**config.mk**
```make
export PLATFORM = sky130hd
export DESIGN_NAME = lsh_front
export DESIGN_NICKNAME = d
export VERILOG_FILES = /design/src/hw/rtl/lsh_pkg.sv /design/src/hw/rtl/lsh_front.sv
export SDC_FILE = /design/constraint.sdc
export NUM_CORES = 1
export LEC_CHECK = 0
export ABC_CLOCK_PERIOD_IN_PS = 2900
export BUFFER_PORTS_ARGS = -buffer_cell sky130_fd_sc_hd__buf_2
export CAP_MARGIN = 20
export CORE_MARGIN = 3
export CORE_UTILIZATION = 40
export CTS_BUF_LIST = sky130_fd_sc_hd__clkbuf_2 sky130_fd_sc_hd__clkbuf_4 sky130_fd_sc_hd__clkbuf_8
export CTS_CLUSTER_SIZE = 20
export DETAILED_ROUTE_END_ITERATION = 16
export PLACE_DENSITY = 0.7
export SETUP_SLACK_MARGIN = 0.02
export SYNTH_ARGS = -nofsm -noshare
export SYNTH_HDL_FRONTEND = slang
export SYNTH_SLANG_ARGS = --single-unit
export TNS_END_PERCENT = 50
```
**constraint.sdc**
```tcl
create_clock -name clock -period 2.9 [get_ports clock]
set_input_delay 0.58 -clock clock [delete_from_list [all_inputs] [get_ports clock]]
set_output_delay 0.58 -clock clock [all_outputs]
set_load 0.01 [all_outputs]
```
**src/hw/rtl/lsh_pkg.sv**
```systemverilog
// shared types, constants and helpers of the laplacian sharpen core
`default_nettype none

package lsh_pkg;

   localparam int MAX_WIDTH        = 4096;
   localparam int MAX_HEIGHT       = 4096;
   localparam int COL_BITS         = $clog2(MAX_WIDTH);
   localparam int ROW_BITS         = $clog2(MAX_HEIGHT);
   localparam int HELD_BITS        = $clog2(MAX_WIDTH + 2);
   localparam int DIM_BITS         = 13;
   localparam int CSR_INDEX_BITS   = 2;
   localparam int CHAN_BITS        = 8;
   localparam int COLOR_CHANNELS   = 3;
   localparam int PIXEL_BITS       = 4 * CHAN_BITS;
   localparam int KERNEL_BITS      = CHAN_BITS + 5;
   localparam int WIN_SIZE         = 3;
   localparam int QUEUE_PTR_BITS   = 2;
   localparam int QUEUE_DEPTH      = 2 ** QUEUE_PTR_BITS;
   localparam int QUEUE_COUNT_BITS = QUEUE_PTR_BITS + 1;

   localparam int CHAN_MAX         = 255;
   localparam int WIDTH_RESET      = 640;
   localparam int HEIGHT_RESET     = 480;

   localparam logic [CSR_INDEX_BITS-1:0] CSR_MODE   = CSR_INDEX_BITS'(0);
   localparam logic [CSR_INDEX_BITS-1:0] CSR_WIDTH  = CSR_INDEX_BITS'(1);
   localparam logic [CSR_INDEX_BITS-1:0] CSR_HEIGHT = CSR_INDEX_BITS'(2);

   localparam logic KIND_PIXEL = 1'b0;
   localparam logic KIND_FLUSH = 1'b1;

   // where the emitted pixel comes from
   typedef enum logic [2:0] {
      SRC_TAIL,
      SRC_CENTER,
      SRC_SHARP,
      SRC_PREV,
      SRC_OLDER
   } src_type;

   typedef struct packed {
      logic                 kind;
      logic [CHAN_BITS-1:0] red_in;
      logic [CHAN_BITS-1:0] green_in;
      logic [CHAN_BITS-1:0] blue_in;
      logic [CHAN_BITS-1:0] alpha_in;
   } req_word_type;

   typedef struct packed {
      logic [CHAN_BITS-1:0] red_out;
      logic [CHAN_BITS-1:0] green_out;
      logic [CHAN_BITS-1:0] blue_out;
      logic [CHAN_BITS-1:0] alpha_out;
      logic                 frame_end;
   } rsp_word_type;

   // classified word handed from front to back
   typedef struct packed {
      logic                  is_pixel;
      logic                  emit;
      src_type               src;
      logic                  last_col;
      logic                  frame_end;
      logic [COL_BITS-1:0]   addr;
      logic [PIXEL_BITS-1:0] pixel;
   } job_word_type;

   function automatic int dim_minus_one(logic [DIM_BITS-1:0] value, int max_dim);
      int v;
      v = int'(value);
      if (v < 1) begin
         return 0;
      end
      if (v > max_dim) begin
         return max_dim - 1;
      end
      return v - 1;
   endfunction

endpackage

`default_nettype wire

```
**src/hw/rtl/lsh_front.sv**
```systemverilog
// front end: control registers, stream position counters and word classification
`default_nettype none

module lsh_front (
   input  logic                                 clock,
   input  logic                                 reset,
   input  logic                                 req_valid,
   output logic                                 req_ready,
   input  lsh_pkg::req_word_type                req_word,
   input  logic                                 csr_we,
   input  logic [lsh_pkg::CSR_INDEX_BITS-1:0]   csr_index,
   input  logic [lsh_pkg::DIM_BITS-1:0]         csr_wdata,
   output logic                                 job_valid,
   input  logic                                 job_ready,
   output lsh_pkg::job_word_type                job_word,
   output logic                                 mode
);

   import lsh_pkg::*;

   logic                 mode_ff, mode_in;
   logic [COL_BITS-1:0]  wm1_ff, wm1_in;
   logic [ROW_BITS-1:0]  hm1_ff, hm1_in;
   logic [COL_BITS-1:0]  icol_ff, icol_in;
   logic [COL_BITS-1:0]  ocol_ff, ocol_in;
   logic [ROW_BITS-1:0]  orow_ff, orow_in;
   logic [HELD_BITS-1:0] held_ff, held_in;

   logic accept;
   logic is_pixel;
   logic held_full;
   logic border;
   logic emit;
   logic restart;

   always_comb begin
      is_pixel  = req_word.kind == KIND_PIXEL;
      held_full = held_ff >= (HELD_BITS'(wm1_ff) + HELD_BITS'(2));
      border    = (wm1_ff < COL_BITS'(2)) || (hm1_ff < ROW_BITS'(2))
                  || (orow_ff == '0) || (orow_ff == hm1_ff)
                  || (ocol_ff == '0) || (ocol_ff == wm1_ff);
      emit      = is_pixel ? held_full : ((held_ff != '0) && border);
      req_ready = job_ready;
      accept    = req_valid && job_ready;
      job_valid = req_valid && (is_pixel || emit);
      restart   = csr_we && ((csr_index == CSR_WIDTH) || (csr_index == CSR_HEIGHT));

      job_word.is_pixel  = is_pixel;
      job_word.emit      = emit;
      job_word.last_col  = icol_ff == wm1_ff;
      job_word.frame_end = (orow_ff == hm1_ff) && (ocol_ff == wm1_ff);
      job_word.addr      = is_pixel ? icol_ff : ocol_ff;
      job_word.pixel     = {req_word.alpha_in, req_word.blue_in,
                            req_word.green_in, req_word.red_in};
      priority if (!is_pixel) begin
         job_word.src = held_full ? SRC_OLDER : SRC_PREV;
      end else if (icol_ff == '0) begin
         job_word.src = SRC_TAIL;
      end else if (border) begin
         job_word.src = SRC_CENTER;
      end else begin
         job_word.src = SRC_SHARP;
      end
   end

   always_comb begin
      mode_in = mode_ff;
      wm1_in  = wm1_ff;
      hm1_in  = hm1_ff;
      icol_in = icol_ff;
      ocol_in = ocol_ff;
      orow_in = orow_ff;
      held_in = held_ff;
      if (csr_we) begin
         unique case (csr_index)
            CSR_MODE:   mode_in = csr_wdata[0];
            CSR_WIDTH:  wm1_in  = COL_BITS'(dim_minus_one(csr_wdata, MAX_WIDTH));
            CSR_HEIGHT: hm1_in  = ROW_BITS'(dim_minus_one(csr_wdata, MAX_HEIGHT));
            default: ;
         endcase
      end
      if (restart) begin
         icol_in = '0;
         ocol_in = '0;
         orow_in = '0;
         held_in = '0;
      end else if (accept) begin
         if (is_pixel) begin
            icol_in = (icol_ff == wm1_ff) ? '0 : icol_ff + COL_BITS'(1);
            if (!held_full) begin
               held_in = held_ff + HELD_BITS'(1);
            end
         end else if (emit) begin
            held_in = held_ff - HELD_BITS'(1);
         end
         if (emit) begin
            if (ocol_ff == wm1_ff) begin
               ocol_in = '0;
               orow_in = (orow_ff == hm1_ff) ? '0 : orow_ff + ROW_BITS'(1);
            end else begin
               ocol_in = ocol_ff + COL_BITS'(1);
            end
         end
      end
   end

   always_ff @(posedge clock) begin
      if (reset) begin
         mode_ff <= 1'b0;
         wm1_ff  <= COL_BITS'(WIDTH_RESET - 1);
         hm1_ff  <= ROW_BITS'(HEIGHT_RESET - 1);
         icol_ff <= '0;
         ocol_ff <= '0;
         orow_ff <= '0;
         held_ff <= '0;
      end else begin
         mode_ff <= mode_in;
         wm1_ff  <= wm1_in;
         hm1_ff  <= hm1_in;
         icol_ff <= icol_in;
         ocol_ff <= ocol_in;
         orow_ff <= orow_in;
         held_ff <= held_in;
      end
   end

   assign mode = mode_ff;

   a_held_bound: assert property (@(posedge clock) disable iff (reset)
      held_ff <= HELD_BITS'(wm1_ff) + HELD_BITS'(2))
      else $error("held pixel count beyond one line plus one");

   a_pos_bound: assert property (@(posedge clock) disable iff (reset)
      (icol_ff <= wm1_ff) && (ocol_ff <= wm1_ff) && (orow_ff <= hm1_ff))
      else $error("stream position outside the frame");

endmodule

`default_nettype wire

```
==> metrics.cfg <==
[worst_setup_path]
crit_path_start_kind = flip-flop
cp_max_fo = 4
path_class = flip-flop to output pin
crit_path_max_incr_delay_ns = 0.49
required_ns = 2.32
critPathMostFrequentCell = buf_4
regToRegSetupSlack_ns = -0.15
critPathArrivalTime_ns = 2.81
r2r-end = ocol_ff[1]$_SDFFE_PP0P_
crit_path_cell_trace = buf_4 -> nand3_1 -> xor2_1 -> ha_2 -> or4_4 -> a21oi_4 -> nor4_4 -> o31a_1 -> buf_4 -> or2_4 -> buf_6
slowest_stage = or4_4
crit_path_end_kind = output pin
regToRegStartpoint = wm1_ff[1]$_SDFFE_PP1P_
r2r_cells = 15
crit_start = wm1_ff[1]$_SDFFE_PP1P_

[floorplan]
core-area_um2 = 13400
die-area_um2 = 15360
die_x_um = 124.0
die_y_um = 124.0
num_rows = 42
initial_core_util_pct = 41.53
ios = 107

[final_layout]
antenna_cells = 0
nets = 794
area_growth_pct = 14.52
drive_gt1_share_pct = 22.99
regArea_um2 = 1493
final_cells = 885
fillCellCount = 1312
final_util_pct = 47.56
multiInputGateArea_um2 = 3721

[route]
num_vias = 4792
drt_iter0_drc = 274
wl_per_cell_um = 15.27
drt_wl_total_um = 13520
drc = 0
vias_per_cell = 5.415
ant_nets = 0
dr.pass1.iters = 5

[clocking]
cts-htree-levels = 3
clock_path_buffers = 2
cts_hold_buf = 0
cts.sinks = 74
cts_tree = built
cts-root-buf = clkbuf_8
path_clk_slew_ns = 0.07
cts_buffers = 9
clk_latency_ns = 0.37

[grt]
grt_max_degree = 28
grt_use_met1_pct = 25.66
met2_usage_pct = 27.37
grt_busiest_layer = met2
grt_pass1_vias = 4433
grt_overflow_total = 0
grt_usage_pct = 17.96
grt_use_met3_pct = 3.134
antenna_found_initial = 0
grt_pass1_wl_um = 22020

[status]
status = finished, violations left
violations = negative setup slack

[yosys]
synth.avg_cell_area_um2 = 8.233
ys_warn_count = 0
synth_edf_count = 0
synth.largest_area_cell = dfxtp_1
netlist_area_um2 = 5565
synth.distinct_cells = 58
ys.flop_type = dfxtp_1
synth_commonest_cells = 74 x dfxtp_1, 62 x xnor2_1, 59 x nor2_1
yosys.cell_count.top_type = dfxtp_1
syn_inst = 676
synth_top_area_share_pct = 26.62
syn_nets = 766
yosysSeqAreaShare_pct = 26.62
ys_top_cells_by_area = dfxtp_1 27%, xnor2_1 9.8%, ha_1 8.1%
ys_seq_elements = 74
synth-async-reset-ratio_pct = 0

[power]
power.share.clock_pct = 32.7
combPwrFrac_pct = 25.5
sw_frac_of_total_pct = 29.42
seqPwrFrac_pct = 41.8
power.switching_mw = 0.7655
power_leakage_nw = 2.465
intPower_mw = 1.836
p_per_area_nw_per_um2 = 408.2
vdd_drop_max_mv = 0.3435

[placement]
dp_slack_ns = -0.09619
gp_congestion = 0.9006
port_buffers = 42
dpl.hpwl_um = 10100
placedCellCount = 863

[sta]
max_slew_margin_pct = 49.67
skew_ns = 0.01265
worst_hold_slack_ns = 0.4574
period_share_pct = 116.8
layout_setup_ws_ns = -0.4884
fmaxAchievable_mhz = 295.1
rsz0062_at_grt = yes
setup_tns_ns = -3.050
finalHoldViolations = 0
worstMarginPinSlew_ns = 0.7549
setup_viol = 28
fin_crit_ns = 3.388
slew_violations = 0

[run]
drv_cap = 0

[min_path]
min_path_cells = 2
hold_start = mode$_SDFFE_PP0P_
worstHoldEndpoint = mode$_SDFFE_PP0P_
hold_class = flip-flop to flip-flop

==> power by group through the flow <==
stage	clock network (mW)	logic (mW)	registers [mW]
floorplan	0	0.475	1.09
global placement	0	0.572	1.11
detailed placement	0	0.578	1.11
CTS	0.868	0.634	1.09
global route	0.905	0.731	1.09
finish	0.850	0.664	1.09
==> critical path: cells and delay by family (launching register included) <==
family	cells	cell delay, ns
adders and majority gates	1	0.20
DFF	1	0.37
and+or+nand+nor	4	0.85
AOI/OAI and AO/OA	2	0.47
xor gates and xnor gates	1	0.17
buffers and inverters	3	0.37
==> routing by layer <==
| metal | up-vias | share of wire (%) |
|---|---|---|
| li1 | 2404 | - |
| met1 | 2240 | 47 |
| met2 | 128 | 45 |
| met3 | 20 | 5.3 |
| met4 | 0 | 1.8 |
| met5 | - | 0 |
==> sequential cells by signal, indices dropped and copies added (netlist names) <==
name / flops
icol_ff: 12
mode: 1
wm1_ff: 12
hm1_ff: 12
held_ff: 13
ocol_ff: 12
orow_ff: 12
==> how the worst max path moves through the flow <==
stage                     slack (ns)                  endpoint
after floorplan                -0.04  ocol_ff[11]$_SDFFE_PP0P_
after global placement         -0.06              job_word[49]
after detailed placement        -0.1  ocol_ff[11]$_SDFFE_PP0P_
after CTS                      -0.46              job_word[49]
after global routing           -0.59              job_word[49]
final                          -0.49              job_word[49]
==> cell type report <==
cell class                 instances  area share, %
tap                              176          3.455
sequential                        74          23.42
clock buffer                      14          2.729
inverter                          19          1.119
multi-input combinational        508          58.38
timing repair buffer              92          10.35
clock inverter                     2         0.5497
==> timing repair <==
action	4_1_cts	5_1_grt
buffers inserted	5	2
cloned	0	1
pin swaps	29	7
resized for setup	30	18
setup endpoints to repair	37	42
==> cell families (layout without fill, tap and decap cells) <==
kind of cell	Yosys count	after routing	synth area share, %
simple gates	243	243	23.16
flops	74	74	26.62
mux	21	21	4.002
compound gates	122	122	14.61
xor+xnor	85	85	13.38
fa+ha+maj	37	37	8.453
buf+inv	94	127	9.779
==> per-stage QoR <==
step	power [mW]	area (um^2)
after floorplan	1.569	5605
after global routing	2.731	6374
after detailed placement	1.687	5914
after CTS	2.587	6294
after global placement	1.679	5914
final	2.602	6374
==> cells in the final DEF (no fill, tap or decap), drive strengths merged, types with 19 or more instances in the layout <==
master   n
buf     92
dfxtp   74
xnor2   62
nor2    59
a21oi   43
nand2   42
ha      36
nand3   28
nand4   23
xor2    23
o21ai   20
nor3    19
(Power assumes the default switching activity.)
