**config.mk**
```make
export PLATFORM = sky130hd
export DESIGN_NAME = lsh_queue
export DESIGN_NICKNAME = d
export VERILOG_FILES = /design/src/hw/rtl/lsh_pkg.sv /design/src/hw/rtl/lsh_queue.sv
export SDC_FILE = /design/constraint.sdc
export NUM_CORES = 1
export LEC_CHECK = 0
export BUFFER_PORTS_ARGS = -buffer_cell sky130_fd_sc_hd__buf_2
export CORE_ASPECT_RATIO = 0.8
export CORE_UTILIZATION = 57
export CTS_CLUSTER_DIAMETER = 150
export DETAILED_ROUTE_END_ITERATION = 7
export PLACE_DENSITY = 0.8
export SLEW_MARGIN = 30
export SYNTH_ARGS = -nofsm -noshare
export SYNTH_HDL_FRONTEND = slang
export SYNTH_SLANG_ARGS = --single-unit
```
**constraint.sdc**
```tcl
create_clock -name clock -period 2.8 [get_ports clock]
set_input_delay 0.28 -clock clock [delete_from_list [all_inputs] [get_ports clock]]
set_output_delay 0.28 -clock clock [all_outputs]
set_load 0.005 [all_outputs]
```
**src/hw/rtl/lsh_pkg.sv**
```systemverilog
// shared types, constants and helpers of the laplacian sharpen core
`default_nettype none

package lsh_pkg;

   localparam int MAX_WIDTH        = 4096;
   localparam int MAX_HEIGHT       = 4096;
   localparam int COL_BITS         = $clog2(MAX_WIDTH);
   localparam int ROW_BITS         = $clog2(MAX_HEIGHT);
   localparam int HELD_BITS        = $clog2(MAX_WIDTH + 2);
   localparam int DIM_BITS         = 13;
   localparam int CSR_INDEX_BITS   = 2;
   localparam int CHAN_BITS        = 8;
   localparam int COLOR_CHANNELS   = 3;
   localparam int PIXEL_BITS       = 4 * CHAN_BITS;
   localparam int KERNEL_BITS      = CHAN_BITS + 5;
   localparam int WIN_SIZE         = 3;
   localparam int QUEUE_PTR_BITS   = 2;
   localparam int QUEUE_DEPTH      = 2 ** QUEUE_PTR_BITS;
   localparam int QUEUE_COUNT_BITS = QUEUE_PTR_BITS + 1;

   localparam int CHAN_MAX         = 255;
   localparam int WIDTH_RESET      = 640;
   localparam int HEIGHT_RESET     = 480;

   localparam logic [CSR_INDEX_BITS-1:0] CSR_MODE   = CSR_INDEX_BITS'(0);
   localparam logic [CSR_INDEX_BITS-1:0] CSR_WIDTH  = CSR_INDEX_BITS'(1);
   localparam logic [CSR_INDEX_BITS-1:0] CSR_HEIGHT = CSR_INDEX_BITS'(2);

   localparam logic KIND_PIXEL = 1'b0;
   localparam logic KIND_FLUSH = 1'b1;

   // where the emitted pixel comes from
   typedef enum logic [2:0] {
      SRC_TAIL,
      SRC_CENTER,
      SRC_SHARP,
      SRC_PREV,
      SRC_OLDER
   } src_type;

   typedef struct packed {
      logic                 kind;
      logic [CHAN_BITS-1:0] red_in;
      logic [CHAN_BITS-1:0] green_in;
      logic [CHAN_BITS-1:0] blue_in;
      logic [CHAN_BITS-1:0] alpha_in;
   } req_word_type;

   typedef struct packed {
      logic [CHAN_BITS-1:0] red_out;
      logic [CHAN_BITS-1:0] green_out;
      logic [CHAN_BITS-1:0] blue_out;
      logic [CHAN_BITS-1:0] alpha_out;
      logic                 frame_end;
   } rsp_word_type;

   // classified word handed from front to back
   typedef struct packed {
      logic                  is_pixel;
      logic                  emit;
      src_type               src;
      logic                  last_col;
      logic                  frame_end;
      logic [COL_BITS-1:0]   addr;
      logic [PIXEL_BITS-1:0] pixel;
   } job_word_type;

   function automatic int dim_minus_one(logic [DIM_BITS-1:0] value, int max_dim);
      int v;
      v = int'(value);
      if (v < 1) begin
         return 0;
      end
      if (v > max_dim) begin
         return max_dim - 1;
      end
      return v - 1;
   endfunction

endpackage

`default_nettype wire

```
**src/hw/rtl/lsh_queue.sv**
```systemverilog
// short queue of classified words between front and back
`default_nettype none

module lsh_queue (
   input  logic                  clock,
   input  logic                  reset,
   input  logic                  push_valid,
   output logic                  push_ready,
   input  lsh_pkg::job_word_type push_word,
   output logic                  pop_valid,
   input  logic                  pop_ready,
   output lsh_pkg::job_word_type pop_word
);

   import lsh_pkg::*;

   job_word_type                entry_ff [QUEUE_DEPTH];
   logic [QUEUE_PTR_BITS-1:0]   wr_ptr_ff, wr_ptr_in;
   logic [QUEUE_PTR_BITS-1:0]   rd_ptr_ff, rd_ptr_in;
   logic [QUEUE_COUNT_BITS-1:0] count_ff, count_in;
   logic                        push;
   logic                        pop;

   always_comb begin
      push_ready = count_ff != QUEUE_COUNT_BITS'(QUEUE_DEPTH);
      pop_valid  = count_ff != '0;
      pop_word   = entry_ff[rd_ptr_ff];
      push       = push_valid && push_ready;
      pop        = pop_valid && pop_ready;
      wr_ptr_in  = push ? wr_ptr_ff + QUEUE_PTR_BITS'(1) : wr_ptr_ff;
      rd_ptr_in  = pop ? rd_ptr_ff + QUEUE_PTR_BITS'(1) : rd_ptr_ff;
      count_in   = count_ff;
      if (push && !pop) begin
         count_in = count_ff + QUEUE_COUNT_BITS'(1);
      end else if (pop && !push) begin
         count_in = count_ff - QUEUE_COUNT_BITS'(1);
      end
   end

   always_ff @(posedge clock) begin
      if (reset) begin
         wr_ptr_ff <= '0;
         rd_ptr_ff <= '0;
         count_ff  <= '0;
      end else begin
         wr_ptr_ff <= wr_ptr_in;
         rd_ptr_ff <= rd_ptr_in;
         count_ff  <= count_in;
      end
   end

   always_ff @(posedge clock) begin
      if (push) begin
         entry_ff[wr_ptr_ff] <= push_word;
      end
   end

   a_count_bound: assert property (@(posedge clock) disable iff (reset)
      count_ff <= QUEUE_COUNT_BITS'(QUEUE_DEPTH))
      else $error("queue count beyond depth");

endmodule

`default_nettype wire

```
==> run_results.csv, run 1 <==
group,metric,value,unit
outcome,status,"complete, no violations",
sta,period_minus_slack,2.41,ns
logic_synthesis,synth-simple-area-share,0.0106,
worst_setup_path,r2r.worst_path.cells,8,
sta,layout_worst_path_cycle_share,0.860,
sta,slew_violations,0,
clock_network,cts_buffer_depth,3,
grt,antenna_found_initial,0,
floorplanning,die_h,107,um
floorplanning,dieArea,14300,um2
detailed_routing,dr.pass1.iters,4,
detailed_routing,drtIter0Drc,248,
sta,hold_viol_final,0,
final_layout,seq_area,6310,um2
worst_setup_path,crit_type,"flip-flop to output port",
clock_network,numClockSinks,213,
worst_setup_path,path_max_fanout,21,
worst_setup_path,cp-start-kind,"flip-flop",
sta,tns,0,ns
logic_synthesis,ys_seq_area_frac,0.800,
final_layout,antenna_cells,0,
logic_synthesis,yosys.area_share.xor_xnor,0.00444,
logic_synthesis,synthAdderAreaFrac,0.0105,
logic_synthesis,yosys_warnings,0,
clock_network,numCtsBuffers,21,
floorplanning,rows,38,
detailed_routing,vias_per_cell,5.54,
grt,grt_max_degree,36,
sta,skew,0.00949,ns
final_layout,fill_cells,828,
detailed_routing,wl_per_cell,20.0,um
clock_network,postCtsResizedCells,0,
logic_synthesis,syn_area,7880,um2
floorplanning,chipWidth,133,um
clock_network,clk_latency,0.49,ns
worst_hold_path,hp-class,"input pin to flip-flop",
grt,grt_pass1_vias,3886,
final_layout,stdcell_area,9550,um2
placed_design,dpl_cell_area,8650,um2
grt,grt.total_usage,0.197,
logic_synthesis,netlist_instances,315,
sta,worstMarginPinSlew,0.602,ns
placed_design,hpwl,7800,um
worst_setup_path,arrival,2.13,ns
final_layout,areaGrowthSynthToFinish,21.2,%
logic_synthesis,synth_top_family_by_area,"multiplexers",
floorplanning,core_area,13600,um2
worst_setup_path,r2r_slack,0.49,ns
clock_network,htree_levels,1,
floorplanning,start_util,0.582,
final_layout,fin_util,0.705,
worst_setup_path,reg2reg_to,"count_ff[2]",
sta,fmax,415,MHz
clock_network,path_clk_slew,0.07,ns
floorplanning,ios,108,
placed_design,dp_cells,601,
pwr,vdd_drop_max,0.000500,V
clock_network,ctsHoldBuffers,27,
sta,hold_ws,0.0139,ns
pwr,p_per_area,878,nW/um2
logic_synthesis,synth.avg_cell_area,25.0,um2
detailed_routing,via_count,3676,
grt,overflow,0,
final_layout,final_common_cell,"edfxtp_1",
pwr,power_leakage,3.27,nW
sta,relSlewSlack,0.599,
logic_synthesis,synthMuxAreaShare,0.150,
logic_synthesis,ys_ff_latch,213,
worst_setup_path,worstPathRequired,2.52,ns
job,cap_violations,0,
clock_network,cts_setup_buffers,0,
worst_setup_path,crit_end,"pop_word[46]",
placed_design,gp_congestion,0.740,
final_layout,instances_no_fill,664,
detailed_routing,drc_errors,0,
final_layout,multiInputGateArea,1430,um2
placed_design,port_buffers,107,
worst_setup_path,worstSetupEndpointType,"output port",
detailed_routing,ant_nets,0,
logic_synthesis,yosysUniqueCellTypes,25,
sta,setup_viol,0,
clock_network,root_buffer,"clkbuf_16",
logic_synthesis,syn-num-nets,376,
final_layout,nets,532,
sta,rsz0062_at_grt,"false",
logic_synthesis,synth_compound_gate_area_share,0.00476,
worst_setup_path,r2r-start,"count_ff[0]",
clock_network,cts_tree,"done",
final_layout,drive_gt1_frac,0.421,
final_layout,final_cell_mix,"edfxtp_1 (204), buf_2 (107), mux4_2 (50)",
detailed_routing,drt_wl_total,13300,um
grt,grt_pass1_wl,20900,um
Yosys cell counts:
master,count,area (um2)
fa_1,1,20.0
and2_1,4,25.0
mux2_2,1,11.3
mux4_2,50,1130
nand2b_1,2,12.5
clkbuf_1,1,3.75
mux4_1,1,26.3
o21ai_0,1,5.00
dfxtp_1,9,180
a21oi_1,1,5.00
nor2_1,8,30.0
buf_2,5,25.0
nand2_1,1,3.75
o31ai_1,1,7.51
buf_1,1,3.75
or3_1,2,12.5
a21boi_2,1,11.3
o311ai_0,1,8.76
buf_12,5,100
edfxtp_1,204,6130
inv_1,3,11.3
mux2i_1,2,20.0
buf_6,1,11.3
xor2_1,4,35.0
ha_1,5,62.6
cells by family after synthesis:
group	Yosys count
compound gates	5
xor+xnor	4
fa+ha+maj	6
buf+inv	16
flops	213
mux	54
simple gates	17
flip-flops by register name, indices dropped and copies added, names as in the netlist, named ones only:
| signal | cells |
|---|---|
| entry_ff | 204 |
| count_ff | 3 |
| rd_ptr_ff | 2 |
| wr_ptr_ff | 2 |
worst min path at each step:
stage	startpoint	to	depth (start not counted)
after detailed placement	push_word[12]	entry_ff[2][12]	1
after global routing	push_word[1]	entry_ff[1][1]	1
after CTS	push_word[38]	entry_ff[0][38]	1
final	push_word[46]	entry_ff[1][46]	1
after global placement	push_word[24]	entry_ff[0][24]	1
after floorplan	push_word[0]	entry_ff[0][0]	0
cell type report:
type,instances,share of cell area
inverters,3,0.00118
well taps,180,0.0236
flip-flops and latches,213,0.661
multi-input cells,86,0.149
clock inverters,13,0.0102
repair buffers,146,0.0990
clock buffers,23,0.0558
through the flow:
| step | worst slack, ns | power (mW) |
|---|---|---|
| 3_5_place_dp | 0.523 | 5.90 |
| 3_3_place_gp | 0.684 | 5.83 |
| 4_1_cts | 0.318 | 8.50 |
| 2_1_floorplan | 0.367 | 5.30 |
| 5_1_grt | 0.263 | 8.76 |
| 6_report | 0.391 | 8.39 |
routing by layer:
metal / share of wire / global-route usage / up-vias
li1: - / - / 1654
met1: 0.43 / 0.281 / 1883
met2: 0.49 / 0.322 / 119
met3: 0.063 / 0.0392 / 20
met4: 0.014 / 0.0430 / 0
met5: 0 / 0 / -
power by group:
part,switching (mW),internal (mW)
registers,0.200,3.88
logic,0.779,0.977
clock network,1.08,1.47
critical path: stages, from the launching register on:
cell	delay, ns
dfxtp_4	0.64
buf_12	0.27
mux4_1	0.57
buf_2	0.16
Power figures use the tool's default switching activity.
==> inputs of run 2 (changes only) <==
BUFFER_PORTS_ARGS = -buffer_cell sky130_fd_sc_hd__buf_4   (was -buffer_cell sky130_fd_sc_hd__buf_2)
==> run_results.csv, run 2 (synthesis gave the netlist of run 1 again) <==
group,metric,value,unit
worst_setup_path,arrival,2.17,ns
worst_setup_path,path_max_fanout,25,
placed_design,gp_congestion,0.718,
pwr,power,9.40,mW
worst_setup_path,r2r.worst_path.cells,8,
sta,relSlewSlack,0.618,
worst_hold_path,holdPathStages,1,
final_layout,final_cell_mix,"edfxtp_1 (204), buf_4 (117), mux4_2 (50)",
floorplanning,dieArea,14300,um2
worst_setup_path,crit_chain,"buf_4 -> mux4_2 -> buf_4",
grt,grt.total_usage,0.210,
worst_setup_path,critPathSlowestCell,"dfxtp_4",
worst_setup_path,crit_type,"flip-flop to output port",
floorplanning,chipWidth,133,um
job,cap_violations,0,
worst_setup_path,worstPathRequired,2.52,ns
sta,tns,0,ns
worst_hold_path,hp-class,"input pin to flip-flop",
detailed_routing,via_count,3766,
pwr,switching_share,0.232,
grt,grt_max_degree,52,
pwr,combPwrFrac,0.221,
sta,setup_viol,0,
final_layout,top_register,"entry_ff",
worst_setup_path,cp_common_cell,"buf_4",
pwr,netSwitchingPower,2.18,mW
floorplanning,rows,38,
detailed_routing,drtIter0Drc,253,
floorplanning,die_h,107,um
final_layout,areaGrowthSynthToFinish,29.4,%
clock_network,ctsHoldBuffers,39,
detailed_routing,ant_nets,0,
sta,skew,0.0131,ns
detailed_routing,dr.pass1.iters,4,
clock_network,root_buffer,"clkbuf_16",
clock_network,numClockSinks,213,
detailed_routing,drt_wl_total,14500,um
clock_network,path_clk_slew,0.06,ns
grt,grt_pass1_wl,22200,um
detailed_routing,wl_per_cell,21.1,um
detailed_routing,drc_errors,0,
outcome,status,"complete, no violations",
floorplanning,start_util,0.582,
sta,rsz0062_at_grt,"false",
sta,slew_violations,0,
pwr,p_int,7.22,mW
clock_network,cts_setup_buffers,0,
worst_hold_path,hold_start,"push_word[7]",
grt,grt_pass1_vias,4007,
final_layout,antenna_cells,0,
sta,period_minus_slack,2.45,ns
grt,overflow,0,
worst_hold_path,holdPathEnd,"entry_ff[1][7]",
floorplanning,ios,108,
pwr,power_frac_clock,0.345,
worst_setup_path,worstSetupEndpointType,"output port",
grt,antenna_found_initial,0,
clock_network,cts_buffer_depth,3,
final_layout,final_common_cell,"edfxtp_1",
worst_setup_path,reg2reg_to,"count_ff[2]",
clock_network,cts_tree,"done",
final_layout,drive_gt1_frac,0.429,
placed_design,hpwl,8360,um
clock_network,clk_latency,0.48,ns
final_layout,largest_reg_flops,204,
sta,layout_worst_path_cycle_share,0.875,
placed_design,port_buffers,107,
sta,worstMarginPinSlew,0.573,ns
final_layout,nets,551,
pwr,seqPwrFrac,0.434,
pwr,p_per_area,921,nW/um2
worst_setup_path,r2r_slack,0.50,ns
clock_network,numCtsBuffers,21,
worst_setup_path,critPathMaxStageDelay,0.70,ns
pwr,power_leakage,3.54,nW
pwr,vdd_drop_max,0.000771,V
worst_setup_path,cp-start-kind,"flip-flop",
floorplanning,core_area,13600,um2
worst_setup_path,r2r-start,"count_ff[0]",
detailed_routing,vias_per_cell,5.51,
final_layout,reg_top3,"entry_ff (204), count_ff (3)",
clock_network,htree_levels,1,
sta,hold_viol_final,0,
sta,fmax,408,MHz
clock_network,postCtsResizedCells,0,
run 2: cell types whose count changed in the layout (fill, tap and decap cells not counted):
cell / previous run / this run
dlygate4sd3_1: 27 / 42
clkinv_1: 7 / 1
buf_2: 107 / 0
clkinv_2: 1 / 4
clkbuf_1: 2 / 1
bufinv_16: 1 / 8
buf_12: 4 / 6
inv_8: 1 / 0
clkinvlp_4: 1 / 2
buf_4: 8 / 117
inv_6: 2 / 0
run 2: how the worst max path moves through the flow:
stage	to	slack, ns	cells past startpoint
5_1_grt	pop_word[21]	0.23	3
6_report	pop_word[39]	0.35	3
4_1_cts	pop_word[39]	0.30	3
3_3_place_gp	count_ff[2]	0.70	8
2_1_floorplan	entry_ff[2][0]	0.37	3
3_5_place_dp	count_ff[2]	0.55	8
run 2: critical path, delay by kind of cell, from the launching register on:
family	cells	cell delay (ns)
multiplexers	1	0.54
flip-flops	1	0.70
buffers and inverters	2	0.43
run 2: final cells by class:
cell class	count	area (um2)
Clock buffer	22	529
Tap cell	180	225
Timing Repair Buffer	165	1420
Sequential cell	213	6310
Clock inverter	15	279
Multi-Input combinational cell	86	1430
Fill cell	728	3350
Inverter	3	11.3
run 2: per-stage QoR:
step	utilization	instances	hold slack [ns]	setup slack (ns)	instance area, um2
final	0.753	684	0.0141	0.351	10200
after global placement	0.662	605	0.479	0.699	8970
after detailed placement	0.662	605	0.484	0.551	8970
after CTS	0.751	681	0.000945	0.304	10200
after floorplan	-	315	0.379	0.367	7880
after global routing	0.753	684	0.000211	0.231	10200
run 2: layer usage:
layer,up-vias,share of wire,track usage
met3,20,0.063,0.0369
met2,143,0.49,0.353
li1,1674,-,-
met1,1929,0.43,0.297
met5,-,0,0
met4,0,0.016,0.0398
run 2: power by group through the flow:
stage	Clock, mW	Combinational [mW]	Sequential [mW]
floorplan	0	1.28	4.02
global placement	0	1.99	4.12
detailed placement	0	2.03	4.15
CTS	3.28	2.10	4.08
global route	3.40	2.23	4.12
finish	3.24	2.08	4.08
